### config.mk
export PLATFORM = sky130hd
export DESIGN_NAME = soft_timer_bank_with_uptime_unit
export DESIGN_NICKNAME = d
export VERILOG_FILES = /design/src/rtl/stbu_pkg.sv /design/src/rtl/soft_timer_bank_with_uptime_unit.sv /design/src/rtl/stbu_timer_bank.sv
export SDC_FILE = /design/constraint.sdc
export NUM_CORES = 1
export LEC_CHECK = 0
export BUFFER_PORTS_ARGS = -buffer_cell sky130_fd_sc_hd__buf_2
export CAP_MARGIN = 0
export CORE_MARGIN = 2
export CORE_UTILIZATION = 60
export CTS_CLUSTER_DIAMETER = 80
export DETAILED_ROUTE_END_ITERATION = 16
export PLACE_DENSITY = 0.82
export SLEW_MARGIN = 20
export SYNTH_ARGS = -nofsm -noshare
export SYNTH_HDL_FRONTEND = slang
export SYNTH_SLANG_ARGS = --single-unit
### constraint.sdc
create_clock -name clk -period 5.05 [get_ports clk]
set_clock_uncertainty 0.1 [all_clocks]
set_input_delay 0.505 -clock clk [delete_from_list [all_inputs] [get_ports clk]]
set_output_delay 0.505 -clock clk [all_outputs]
set_load 0.03 [all_outputs]
### src/rtl/stbu_pkg.sv
// ----------------------------------------------------------------------------
// stbu_pkg: shared types and constants for the soft timer bank
// Command codes, register indexes, reset values and the packed item and
// result beats used by the timer bank and the uptime top level.
// ----------------------------------------------------------------------------
package stbu_pkg;

    // Bank size and widths
    localparam int NUM_TIMERS   = 8;
    localparam int CMD_W        = 2;
    localparam int ID_W         = 8;
    localparam int COUNT_W      = 32;
    localparam int MS_W         = 31;
    localparam int SUB_W        = 16;
    localparam int SEC_W        = 32;
    localparam int PERIOD_W     = 32;
    localparam int CFG_IDX_W    = 2;
    localparam int CFG_DATA_W   = 32;

    // Millisecond uptime returns to zero when it reaches this value
    localparam logic [MS_W-1:0] MS_WRAP = {MS_W{1'b1}};

    // Register reset values
    localparam logic [SUB_W-1:0]    TICKS_PER_SECOND_RST = SUB_W'(1000);
    localparam logic [PERIOD_W-1:0] LOG_PERIOD_RST       = PERIOD_W'(60);
    localparam logic [PERIOD_W-1:0] SYNC_PERIOD_RST      = PERIOD_W'(6 * 3600);
    localparam logic [PERIOD_W-1:0] SAMPLE_PERIOD_RST    = PERIOD_W'(6 * 3600);

    // Command codes
    typedef enum logic [CMD_W-1:0] {
        CMD_TICK  = 2'd0,
        CMD_START = 2'd1,
        CMD_CHECK = 2'd2
    } stbu_cmd_t;

    // Register indexes
    typedef enum logic [CFG_IDX_W-1:0] {
        REG_TICKS_PER_SECOND = 2'd0,
        REG_LOG_PERIOD       = 2'd1,
        REG_SYNC_PERIOD      = 2'd2,
        REG_SAMPLE_PERIOD    = 2'd3
    } stbu_reg_idx_t;

    // Input beat
    typedef struct packed {
        logic [CMD_W-1:0]   command;
        logic [ID_W-1:0]    timer_id;
        logic [COUNT_W-1:0] period_ms;
    } stbu_item_t;

    // Result beat
    typedef struct packed {
        logic             timer_expired;
        logic [MS_W-1:0]  uptime_ms;
        logic [SEC_W-1:0] uptime_s;
        logic             log_event;
        logic             sync_event;
        logic             sample_event;
    } stbu_result_t;

    // Control from the top level to the timer bank, one item per cycle
    typedef struct packed {
        logic               tick;
        logic               load;
        logic               check;
        logic [ID_W-1:0]    timer_id;
        logic [COUNT_W-1:0] period_ms;
    } stbu_timer_ctrl_t;

endpackage

### src/rtl/soft_timer_bank_with_uptime_unit.sv
// ----------------------------------------------------------------------------
// soft_timer_bank_with_uptime_unit: countdown timers with uptime counters
// Top level: command capture, uptime and period event counters, result beat.
// ----------------------------------------------------------------------------
// Usage:
//   Drive item and raise start for one cycle per command; a command is taken
//   at every edge with start high and busy low. busy stays low, so a command
//   may be given in every cycle: one item per clock cycle sustained.
//   Commands: tick (1 ms step of all timers and the uptime counters), start
//   (load a timer and clear its flag), check (read and clear a done flag).
//   Each command gives one result beat on result, marked by done for exactly
//   one cycle; the command passes through the command register, then through
//   the update logic into the result register.
//   The rate is set by that single registered pass; all timers decrement in
//   parallel lanes. The receiver cannot stall: every beat must be taken in
//   the cycle that done is high.
//   The register port (cfg_we, cfg_index, cfg_data) writes at once. The user
//   must use it while no command is in flight; the block does not enforce it.
//   Reset clears all timers, flags, counters and phases, and loads the
//   register defaults; no result is pending after reset.
// ----------------------------------------------------------------------------
module soft_timer_bank_with_uptime_unit
    import stbu_pkg::*;
(
    input  logic                  clk,
    input  logic                  rst_n,
    input  logic                  start,
    output logic                  busy,
    input  stbu_item_t            item,
    output logic                  done,
    output stbu_result_t          result,
    input  logic                  cfg_we,
    input  logic [CFG_IDX_W-1:0]  cfg_index,
    input  logic [CFG_DATA_W-1:0] cfg_data
);

    // Registers
    logic [SUB_W-1:0]    ticks_per_second_reg;
    logic [PERIOD_W-1:0] log_period_reg;
    logic [PERIOD_W-1:0] sync_period_reg;
    logic [PERIOD_W-1:0] sample_period_reg;

    // Command register
    logic       cmd_valid_reg;
    stbu_item_t cmd_reg;

    // Uptime state
    logic [MS_W-1:0]     ms_reg;
    logic [MS_W-1:0]     ms_next;
    logic [SUB_W-1:0]    sub_reg;
    logic [SUB_W-1:0]    sub_next;
    logic [SEC_W-1:0]    sec_reg;
    logic [SEC_W-1:0]    sec_next;
    logic [PERIOD_W-1:0] log_phase_reg;
    logic [PERIOD_W-1:0] log_phase_next;
    logic [PERIOD_W-1:0] sync_phase_reg;
    logic [PERIOD_W-1:0] sync_phase_next;
    logic [PERIOD_W-1:0] sample_phase_reg;
    logic [PERIOD_W-1:0] sample_phase_next;

    // Result register
    logic         done_reg;
    stbu_result_t result_reg;
    stbu_result_t result_next;

    logic             is_tick;
    logic [SUB_W:0]   sub_inc;
    logic             new_second;
    logic [PERIOD_W:0] log_inc;
    logic [PERIOD_W:0] sync_inc;
    logic [PERIOD_W:0] sample_inc;
    logic             log_hit;
    logic             sync_hit;
    logic             sample_hit;
    logic             expired;
    stbu_timer_ctrl_t timer_ctrl;

    assign busy   = 1'b0;
    assign done   = done_reg;
    assign result = result_reg;

    // Write registers
    always_ff @(posedge clk or negedge rst_n)
    begin
        if (!rst_n)
        begin
            ticks_per_second_reg <= TICKS_PER_SECOND_RST;
            log_period_reg       <= LOG_PERIOD_RST;
            sync_period_reg      <= SYNC_PERIOD_RST;
            sample_period_reg    <= SAMPLE_PERIOD_RST;
        end
        else if (cfg_we)
        begin
            case (stbu_reg_idx_t'(cfg_index))
                REG_TICKS_PER_SECOND: ticks_per_second_reg <= cfg_data[SUB_W-1:0];
                REG_LOG_PERIOD:       log_period_reg       <= cfg_data;
                REG_SYNC_PERIOD:      sync_period_reg      <= cfg_data;
                REG_SAMPLE_PERIOD:    sample_period_reg    <= cfg_data;
                default:              ;
            endcase
        end
    end

    // Capture the command beat
    always_ff @(posedge clk or negedge rst_n)
    begin
        if (!rst_n)
        begin
            cmd_valid_reg <= 1'b0;
        end
        else
        begin
            cmd_valid_reg <= start & ~busy;
        end
    end

    always_ff @(posedge clk)
    begin
        if (start && !busy)
        begin
            cmd_reg <= item;
        end
    end

    // Decode the held command for the timer bank
    assign is_tick = cmd_valid_reg && (stbu_cmd_t'(cmd_reg.command) == CMD_TICK);

    always_comb
    begin
        timer_ctrl.tick      = is_tick;
        timer_ctrl.load      = cmd_valid_reg &&
                               (stbu_cmd_t'(cmd_reg.command) == CMD_START);
        timer_ctrl.check     = cmd_valid_reg &&
                               (stbu_cmd_t'(cmd_reg.command) == CMD_CHECK);
        timer_ctrl.timer_id  = cmd_reg.timer_id;
        timer_ctrl.period_ms = cmd_reg.period_ms;
    end

    stbu_timer_bank u_timer_bank (
        .clk     (clk),
        .rst_n   (rst_n),
        .ctrl    (timer_ctrl),
        .expired (expired)
    );

    // Advance uptime, seconds and event phases on a tick
    assign sub_inc    = {1'b0, sub_reg} + (SUB_W + 1)'(1);
    assign new_second = (sub_inc >= {1'b0, ticks_per_second_reg});
    assign log_inc    = {1'b0, log_phase_reg} + (PERIOD_W + 1)'(1);
    assign sync_inc   = {1'b0, sync_phase_reg} + (PERIOD_W + 1)'(1);
    assign sample_inc = {1'b0, sample_phase_reg} + (PERIOD_W + 1)'(1);
    assign log_hit    = is_tick && new_second && (log_inc >= {1'b0, log_period_reg});
    assign sync_hit   = is_tick && new_second && (sync_inc >= {1'b0, sync_period_reg});
    assign sample_hit = is_tick && new_second &&
                        (sample_inc >= {1'b0, sample_period_reg});

    always_comb
    begin
        ms_next           = ms_reg;
        sub_next          = sub_reg;
        sec_next          = sec_reg;
        log_phase_next    = log_phase_reg;
        sync_phase_next   = sync_phase_reg;
        sample_phase_next = sample_phase_reg;
        if (is_tick)
        begin
            ms_next = (ms_reg + MS_W'(1) == MS_WRAP) ? '0 : ms_reg + MS_W'(1);
            if (new_second)
            begin
                sub_next          = '0;
                sec_next          = sec_reg + SEC_W'(1);
                log_phase_next    = log_hit ? '0 : log_inc[PERIOD_W-1:0];
                sync_phase_next   = sync_hit ? '0 : sync_inc[PERIOD_W-1:0];
                sample_phase_next = sample_hit ? '0 : sample_inc[PERIOD_W-1:0];
            end
            else
            begin
                sub_next = sub_inc[SUB_W-1:0];
            end
        end
    end

    always_ff @(posedge clk or negedge rst_n)
    begin
        if (!rst_n)
        begin
            ms_reg           <= '0;
            sub_reg          <= '0;
            sec_reg          <= '0;
            log_phase_reg    <= '0;
            sync_phase_reg   <= '0;
            sample_phase_reg <= '0;
        end
        else
        begin
            ms_reg           <= ms_next;
            sub_reg          <= sub_next;
            sec_reg          <= sec_next;
            log_phase_reg    <= log_phase_next;
            sync_phase_reg   <= sync_phase_next;
            sample_phase_reg <= sample_phase_next;
        end
    end

    // Build the result beat
    always_comb
    begin
        result_next.timer_expired = expired;
        result_next.uptime_ms     = ms_next;
        result_next.uptime_s      = sec_next;
        result_next.log_event     = log_hit;
        result_next.sync_event    = sync_hit;
        result_next.sample_event  = sample_hit;
    end

    always_ff @(posedge clk or negedge rst_n)
    begin
        if (!rst_n)
        begin
            done_reg <= 1'b0;
        end
        else
        begin
            done_reg <= cmd_valid_reg;
        end
    end

    always_ff @(posedge clk)
    begin
        if (cmd_valid_reg)
        begin
            result_reg <= result_next;
        end
    end

`ifndef SYNTHESIS
    // A result beat follows a held command in the next cycle
    a_done_follows_cmd: assert property (
        @(posedge clk) disable iff (!rst_n)
        done |-> $past(cmd_valid_reg)
    ) else $error("result beat without a held command");

    // Events fire only for a tick command
    a_event_on_tick: assert property (
        @(posedge clk) disable iff (!rst_n)
        (done && (result.log_event || result.sync_event || result.sample_event))
            |-> $past(stbu_cmd_t'(cmd_reg.command) == CMD_TICK)
    ) else $error("period event on a command other than tick");

    // Expired is reported only for a check command
    a_expired_on_check: assert property (
        @(posedge clk) disable iff (!rst_n)
        (done && result.timer_expired)
            |-> $past(stbu_cmd_t'(cmd_reg.command) == CMD_CHECK)
    ) else $error("timer expired reported on a command other than check");

    // An event comes with a new whole second
    a_event_new_second: assert property (
        @(posedge clk) disable iff (!rst_n)
        (cmd_valid_reg && (log_hit || sync_hit || sample_hit))
            |=> (sec_reg == $past(sec_reg) + SEC_W'(1))
    ) else $error("period event without a seconds step");
`endif

endmodule

### src/rtl/stbu_timer_bank.sv
// ----------------------------------------------------------------------------
// stbu_timer_bank: one-shot countdown timers
// Every timer is its own lane: a count and a done flag. A tick decrements all
// running lanes at once, a load restarts one lane, a check reads and clears
// one done flag.
// ----------------------------------------------------------------------------
module stbu_timer_bank
    import stbu_pkg::*;
(
    input  logic             clk,
    input  logic             rst_n,
    input  stbu_timer_ctrl_t ctrl,
    output logic             expired
);

    logic [COUNT_W-1:0]    count_reg [NUM_TIMERS];
    logic [COUNT_W-1:0]    count_next [NUM_TIMERS];
    logic [NUM_TIMERS-1:0] done_reg;
    logic [NUM_TIMERS-1:0] done_next;
    logic [NUM_TIMERS-1:0] sel;

    // Decode the id; ids outside the bank select no lane
    always_comb
    begin
        for (int i = 0; i < NUM_TIMERS; i++)
        begin
            sel[i] = (ctrl.timer_id == ID_W'(i));
        end
    end

    // Report the selected flag before the check clears it
    assign expired = ctrl.check & (|(done_reg & sel));

    // Advance each lane
    always_comb
    begin
        for (int i = 0; i < NUM_TIMERS; i++)
        begin
            count_next[i] = count_reg[i];
            done_next[i]  = done_reg[i];
            if (ctrl.tick && !done_reg[i] && (count_reg[i] != '0))
            begin
                count_next[i] = count_reg[i] - COUNT_W'(1);
                if (count_reg[i] == COUNT_W'(1))
                begin
                    done_next[i] = 1'b1;
                end
            end
            if (ctrl.load && sel[i])
            begin
                count_next[i] = ctrl.period_ms;
                done_next[i]  = 1'b0;
            end
            if (ctrl.check && sel[i])
            begin
                done_next[i] = 1'b0;
            end
        end
    end

    // Hold lane state
    always_ff @(posedge clk or negedge rst_n)
    begin
        if (!rst_n)
        begin
            for (int i = 0; i < NUM_TIMERS; i++)
            begin
                count_reg[i] <= '0;
            end
            done_reg <= '0;
        end
        else
        begin
            for (int i = 0; i < NUM_TIMERS; i++)
            begin
                count_reg[i] <= count_next[i];
            end
            done_reg <= done_next;
        end
    end

endmodule
# After elaboration in Yosys (flattened, before gate mapping)
# Index checks and enable logic that the tools add are counted.
[totals]
regBits = 662
wordCells = 230
output_inout_bits = 69
[op_classes]
order_cmp = 4
n_addsub = 14
muxes = 56
n_eq_ne = 21
reduce_logical = 96
bitwise_logic = 2
[op_table]
columns = ["cell", "count"]
rows = [
  ["$mux W32", 21],
  ["$eq A32 B1 Y1 const B", 8],
  ["$reduce_bool A32 Y1", 8],
  ["$sub A32 B1 Y32 const B", 8],
  ["$add A32 B1 Y33 const B", 3],
  ["$ge A33 B32 Y1", 3],
  ["$mux W31", 2],
  ["$reduce_bool A3 Y1", 16],
  ["$logic_and A1 B1 Y1", 39],
  ["$add A32 B1 Y32 const B", 1],
  ["$eq A8 B3 Y1 const B", 4],
  ["$mux W1", 32],
  ["$add A31 B1 Y31 const B", 1],
  ["$eq A31 B31 Y1 const B", 1],
  ["$reduce_and A2 Y1", 13],
  ["$add A16 B1 Y17 const B", 1],
  ["$ge A17 B16 Y1", 1],
  ["$eq A8 B2 Y1 const B", 2],
  ["$mux W16", 1],
  ["$reduce_bool A2 Y1", 8],
  ["$and A8 B8 Y8", 1],
  ["$eq A8 B1 Y1 const B", 1],
  ["$logic_not A1 Y1", 8],
  ["$logic_not A8 Y1", 1],
  ["other kinds (5)", 9],
]

# Logic depth before layout (Yosys ltp)
[logic_depth]
word_depth = 7
depth_mapped = 19
ltp_nobuf = 16

# Modules after synthesis
# Synthesis repeated with hierarchy kept, for this count alone.
[hier_totals]
hier_cells = 3759
area_unflattened_um2 = 36063.3
[modules_own_cells]
columns = ["module", "instances", "seq_area_each_um2", "area_per_inst_um2", "cells_each"]
rows = [
  ["soft_timer_bank_with_uptime_unit", 1, 10530.1, 20651.1, 1968],
  ["stbu_timer_bank", 1, 6606.3, 15412.3, 1791],
]

# Worst setup path before layout
# OpenSTA, ideal clock, no wires.
[synth_path]
path_kind = "flip-flop to flip-flop"
start = "register log_phase_reg[2]"
end = "register log_phase_reg[23]"
required_time_ns = 4.867
stages_incl_launch_ff = 17
path_slack_ns = 0.522
setup_ns = 0.083
period_less_slack_ns = 4.528
arrival_ns = 4.345
cell_sequence = "dfrtp_1 nand3_1 nor3_1 and4_1 nand3_1 nor3b_1 and3_1 xor2_1 ha_1 and3_1 a221oi_1 o21ai_0 a2111oi_0 a21oi_1 or2_2 or4_1 o21ai_0"
[synth_via]
elab_chain_len = 4
[synth_rtl]
columns = ["item", "line_no", "rtl"]
rows = [
  ["from (decl)", "soft_timer_bank_with_uptime_unit.sv:54", "logic [PERIOD_W-1:0] log_phase_reg;"],
  ["from (signal assigned)", "soft_timer_bank_with_uptime_unit.sv:199", "log_phase_reg <= log_phase_next;"],
  ["$add A32 B1 Y33 *", "soft_timer_bank_with_uptime_unit.sv:149", "assign log_inc = {1'b0, log_phase_reg} + (PERIOD_W + 1)'(1);"],
  ["$ge A33 B32 Y1", "soft_timer_bank_with_uptime_unit.sv:152", "assign log_hit = is_tick && new_second && (log_inc >= {1'b0, log_period_reg});"],
  ["$logic_and A1 B1 Y1", "soft_timer_bank_with_uptime_unit.sv:152", ""],
  ["$mux W32 *", "soft_timer_bank_with_uptime_unit.sv:172", "log_phase_next = log_hit ? '0 : log_inc[PERIOD_W-1:0];"],
]
# Every way passes the cells marked *; elsewhere a longest branch is shown, timed or not.
# A chain may end at the register's enable or synchronous reset.

# Worst setup path after layout
# Ends and elaborated chain as after synthesis.

==> flow_summary_export.csv <==
group,metric,value,unit
timing,setup_violations,0,
global_routing,antenna_found_initial,0,
synth,synth_nets,3886,
placed_design,dp_cells,4464,
power,clock_power_share,33.0,%
power,switching_share,32.6,%
placed_design,place_congestion,0.909,
die,initial_core_util,60.9,%
synth,yosysSeqAreaShare,48.5,%
global_routing,track_usage,31.1,%
detailed_routing,post_drt_wl_per_cell,20.2,um
worst_setup_path,cp_max_fo,22,
global_routing,grt_overflow,0,
worst_setup_path,arrival,5.14,ns
cells_and_area,final_cell_mix,"nand2_1, dfrtp_1, o21ai_0",
power,power_density,421,nW/um2
cells_and_area,drive_gt1_share,12.9,%
synth,yosysUniqueCellTypes,89,
cells_and_area,layoutNonFillerInstCount,4637,
cells_and_area,antennaDiodeCount,0,
power,leakagePower,17.5,nW
timing,period_share,93.3,%
detailed_routing,first_pass_iters,6,
power,p_int,11.3,mW
synth,ys_ff_latch,662,
synth,syn_avg_cell_area,9.63,um2
detailed_routing,drt_first_iter_violations,3232,
clocking,cts_buffer_depth,3,
synth,synth_top_area_cell,"dfrtp_1",
synth,yosysWarnings,0,
die,fp.dieH,247,um
cells_and_area,final_cell_area,39800,um2
cells_and_area,seq_area,17100,um2
power,combPwrFrac,21.7,%
timing,holdWs,0.0820,ns
worst_setup_path,critical_path_class,"reg2reg",
timing,finalHoldViolations,0,
detailed_routing,vias,29116,
die,dieArea,60900,um2
clocking,numCtsBuffers,71,
synth,synth.area.top_cells,"dfrtp_1, edfxtp_1, nand2_1",
global_routing,grt_max_degree,111,
synth,synth_area,35400,um2
timing,finalMaxSlewViolations,0,
placed_design,hpwl,59500,um
clocking,post-cts-setup-buffer-count,0,
timing,tightest_slew,1.06,ns
clocking,cts.reportedPaths.clkPinSlew,0.06,ns
power,power,16.7,mW
cells_and_area,area_delta_synth_final,12.5,%
detailed_routing,drc,0,
global_routing,grt_pass1_wl,151000,um
worst_setup_path,startpoint_type,"flip-flop",
job,maxCapViolations,0,
cells_and_area,final_core_util,68.6,%
synth,synthArstFlopShare,83.5,%
timing,rsz0062_at_grt,"no",
global_routing,grt_pass1_vias,28441,
synth,netlist_instances,3671,
placed_design,dp_slack,0.0466,ns
status,status,"complete, no violations",
clocking,cts_tree,"built",
cells_and_area,multiInputGateArea,17100,um2
detailed_routing,viasPerCell,6.28,
die,core,58000,um2
placed_design,dpl_cell_area,36900,um2
die,num_rows,88,
cells_and_area,nFillCells,4268,
power,seq_power_share,45.3,%
min_path,hold_path_class,"in2reg",
worst_setup_path,crit_required,5.48,ns
power,switching_power,5.46,mW
worst_setup_path,crit_start,"log_phase_reg[2]",
power,peakVddDrop,0.383,mV
cells_and_area,fin_nets,4030,
timing,relSlewSlack,28.7,%
clocking,clk_latency,0.63,ns
synth,synth_ff_type,"dfrtp_1",
cells_and_area,largest_reg_flops,256,
clocking,cts_root_buffer,"clkbuf_16",
timing,tns,0,ns
worst_setup_path,critical_path.endpoint_type,"flip-flop",
detailed_routing,detail-route-antenna-nets,0,
clocking,cts_htree_levels,3,
die,die_width,247,um
min_path,min_from,"cfg_data[31]",
die,io_pins,149,
timing,setup_ws,0.336,ns
detailed_routing,finalWirelength,93800,um
timing,max_freq,0.212,GHz
clocking,clock_sinks,662,
cells_and_area,final_common_cell,"nand2_1",
synth,synth_top_area_share,37.7,%
worst_setup_path,timing.rr.start,"log_phase_reg[2]",
placed_design,portBuffers,147,
timing,period_needed,4.71,ns
synth,synth_edf_count,109,
[synthesized netlist by cell type (6+ instances only)]
cell / count
a211o_1: 7
a211oi_1: 7
a21o_1: 33
a21oi_1: 93
a221o_1: 44
a22o_1: 17
a22oi_1: 16
a31oi_1: 26
and2_1: 19
and3_1: 46
and4_1: 25
buf_1: 25
buf_2: 14
clkbuf_1: 118
dfrtp_1: 533
dfstp_2: 20
edfxtp_1: 109
ha_1: 135
inv_1: 154
mux2_2: 98
nand2_1: 534
nand2b_1: 22
nand3_1: 150
nand3b_1: 15
nand4_1: 63
nor2_1: 222
nor2b_1: 13
nor3_1: 130
nor3b_1: 15
nor4_1: 61
nor4_2: 6
o211ai_1: 43
o21a_1: 9
o21ai_0: 333
o21ai_1: 8
o221ai_1: 9
o311ai_0: 31
o31ai_1: 16
or2_2: 19
or3_1: 46
or4_1: 33
xnor2_1: 162
xor2_1: 91
[area by class of cell]
cell class	instances	area share, %
clock buffer	99	5.22
multi-input combinational	2689	42.8
sequential	662	43.1
tap	765	2.41
inverter	154	1.45
timing repair buffer	237	4.03
clock inverter	31	0.978
[power by group through the flow]
stage               logic, mW  clock network (mW)  registers [mW]
finish                   3.64                5.52            7.59
global route             4.09                5.80            7.71
CTS                      3.57                5.55            7.53
detailed placement       3.51                   0            7.59
global placement         3.38                   0            7.56
floorplan                2.70                   0            7.31
[final timing paths]
| path | to | cells past startpoint | slack [ns] |
|---|---|---|---|
| max reg2reg | log_phase_reg[23] | 16 | 0.34 |
| min reg2reg | sec_reg[31] | 1 | 0.37 |
| max | log_phase_reg[23] | 16 | 0.34 |
| max in group asynchronous | u_timer_bank.count_reg[44] | 3 | 3.16 |
| min in group asynchronous | sample_phase_reg[30] | 2 | 0.42 |
| min | sync_period_reg[31] | 2 | 0.08 |
[per-layer routing]
layer  up-vias  track usage, %  share of wire [%]
met5         -               0                  0
met4         0            13.9                4.5
met3       252            5.56                8.0
met2      1269            49.9                 47
met1     14102            41.5                 41
li1      13493               -                  -
[worst max-delay path, cell delays in order (launching register included)]
cell and delay, ns:
dfrtp_1 0.45, nand3_2 0.19, nor3_2 0.20, and4_1 0.30, nand3_1 0.21, nor3b_2 0.28
and3_1 0.25, xor2_1 0.20, ha_1 0.27, and3_1 0.16, a221oi_1 0.37, o21ai_1 0.17
a2111oi_2 0.39, a21oi_2 0.19, or2_4 0.38, or4_1 0.41, o21ai_0 0.09
[repair_timing]
| item | in CTS | in global routing |
|---|---|---|
| endpoints found under the hold margin | 123 | 0 |
| hold buffers | 43 | 0 |
| endpoints found under the setup margin | 1 | 32 |
| resized for setup | 1 | 8 |
[cells by family (layout without fill, tap and decap cells)]
family,after synthesis,count (layout),share of synthesized area [%]
buffers and inverters,320,521,3.53
multiplexers,104,104,3.30
adder cells (fa/ha/maj),135,135,4.78
other,1,1,0.0106
AND/OR/NAND/NOR,1456,1456,20.4
XOR/XNOR,253,253,6.27
flip-flops,662,662,48.5
AO/OA/AOI/OAI,740,740,13.3
Note: power is estimated with default switching activity, not from simulation.
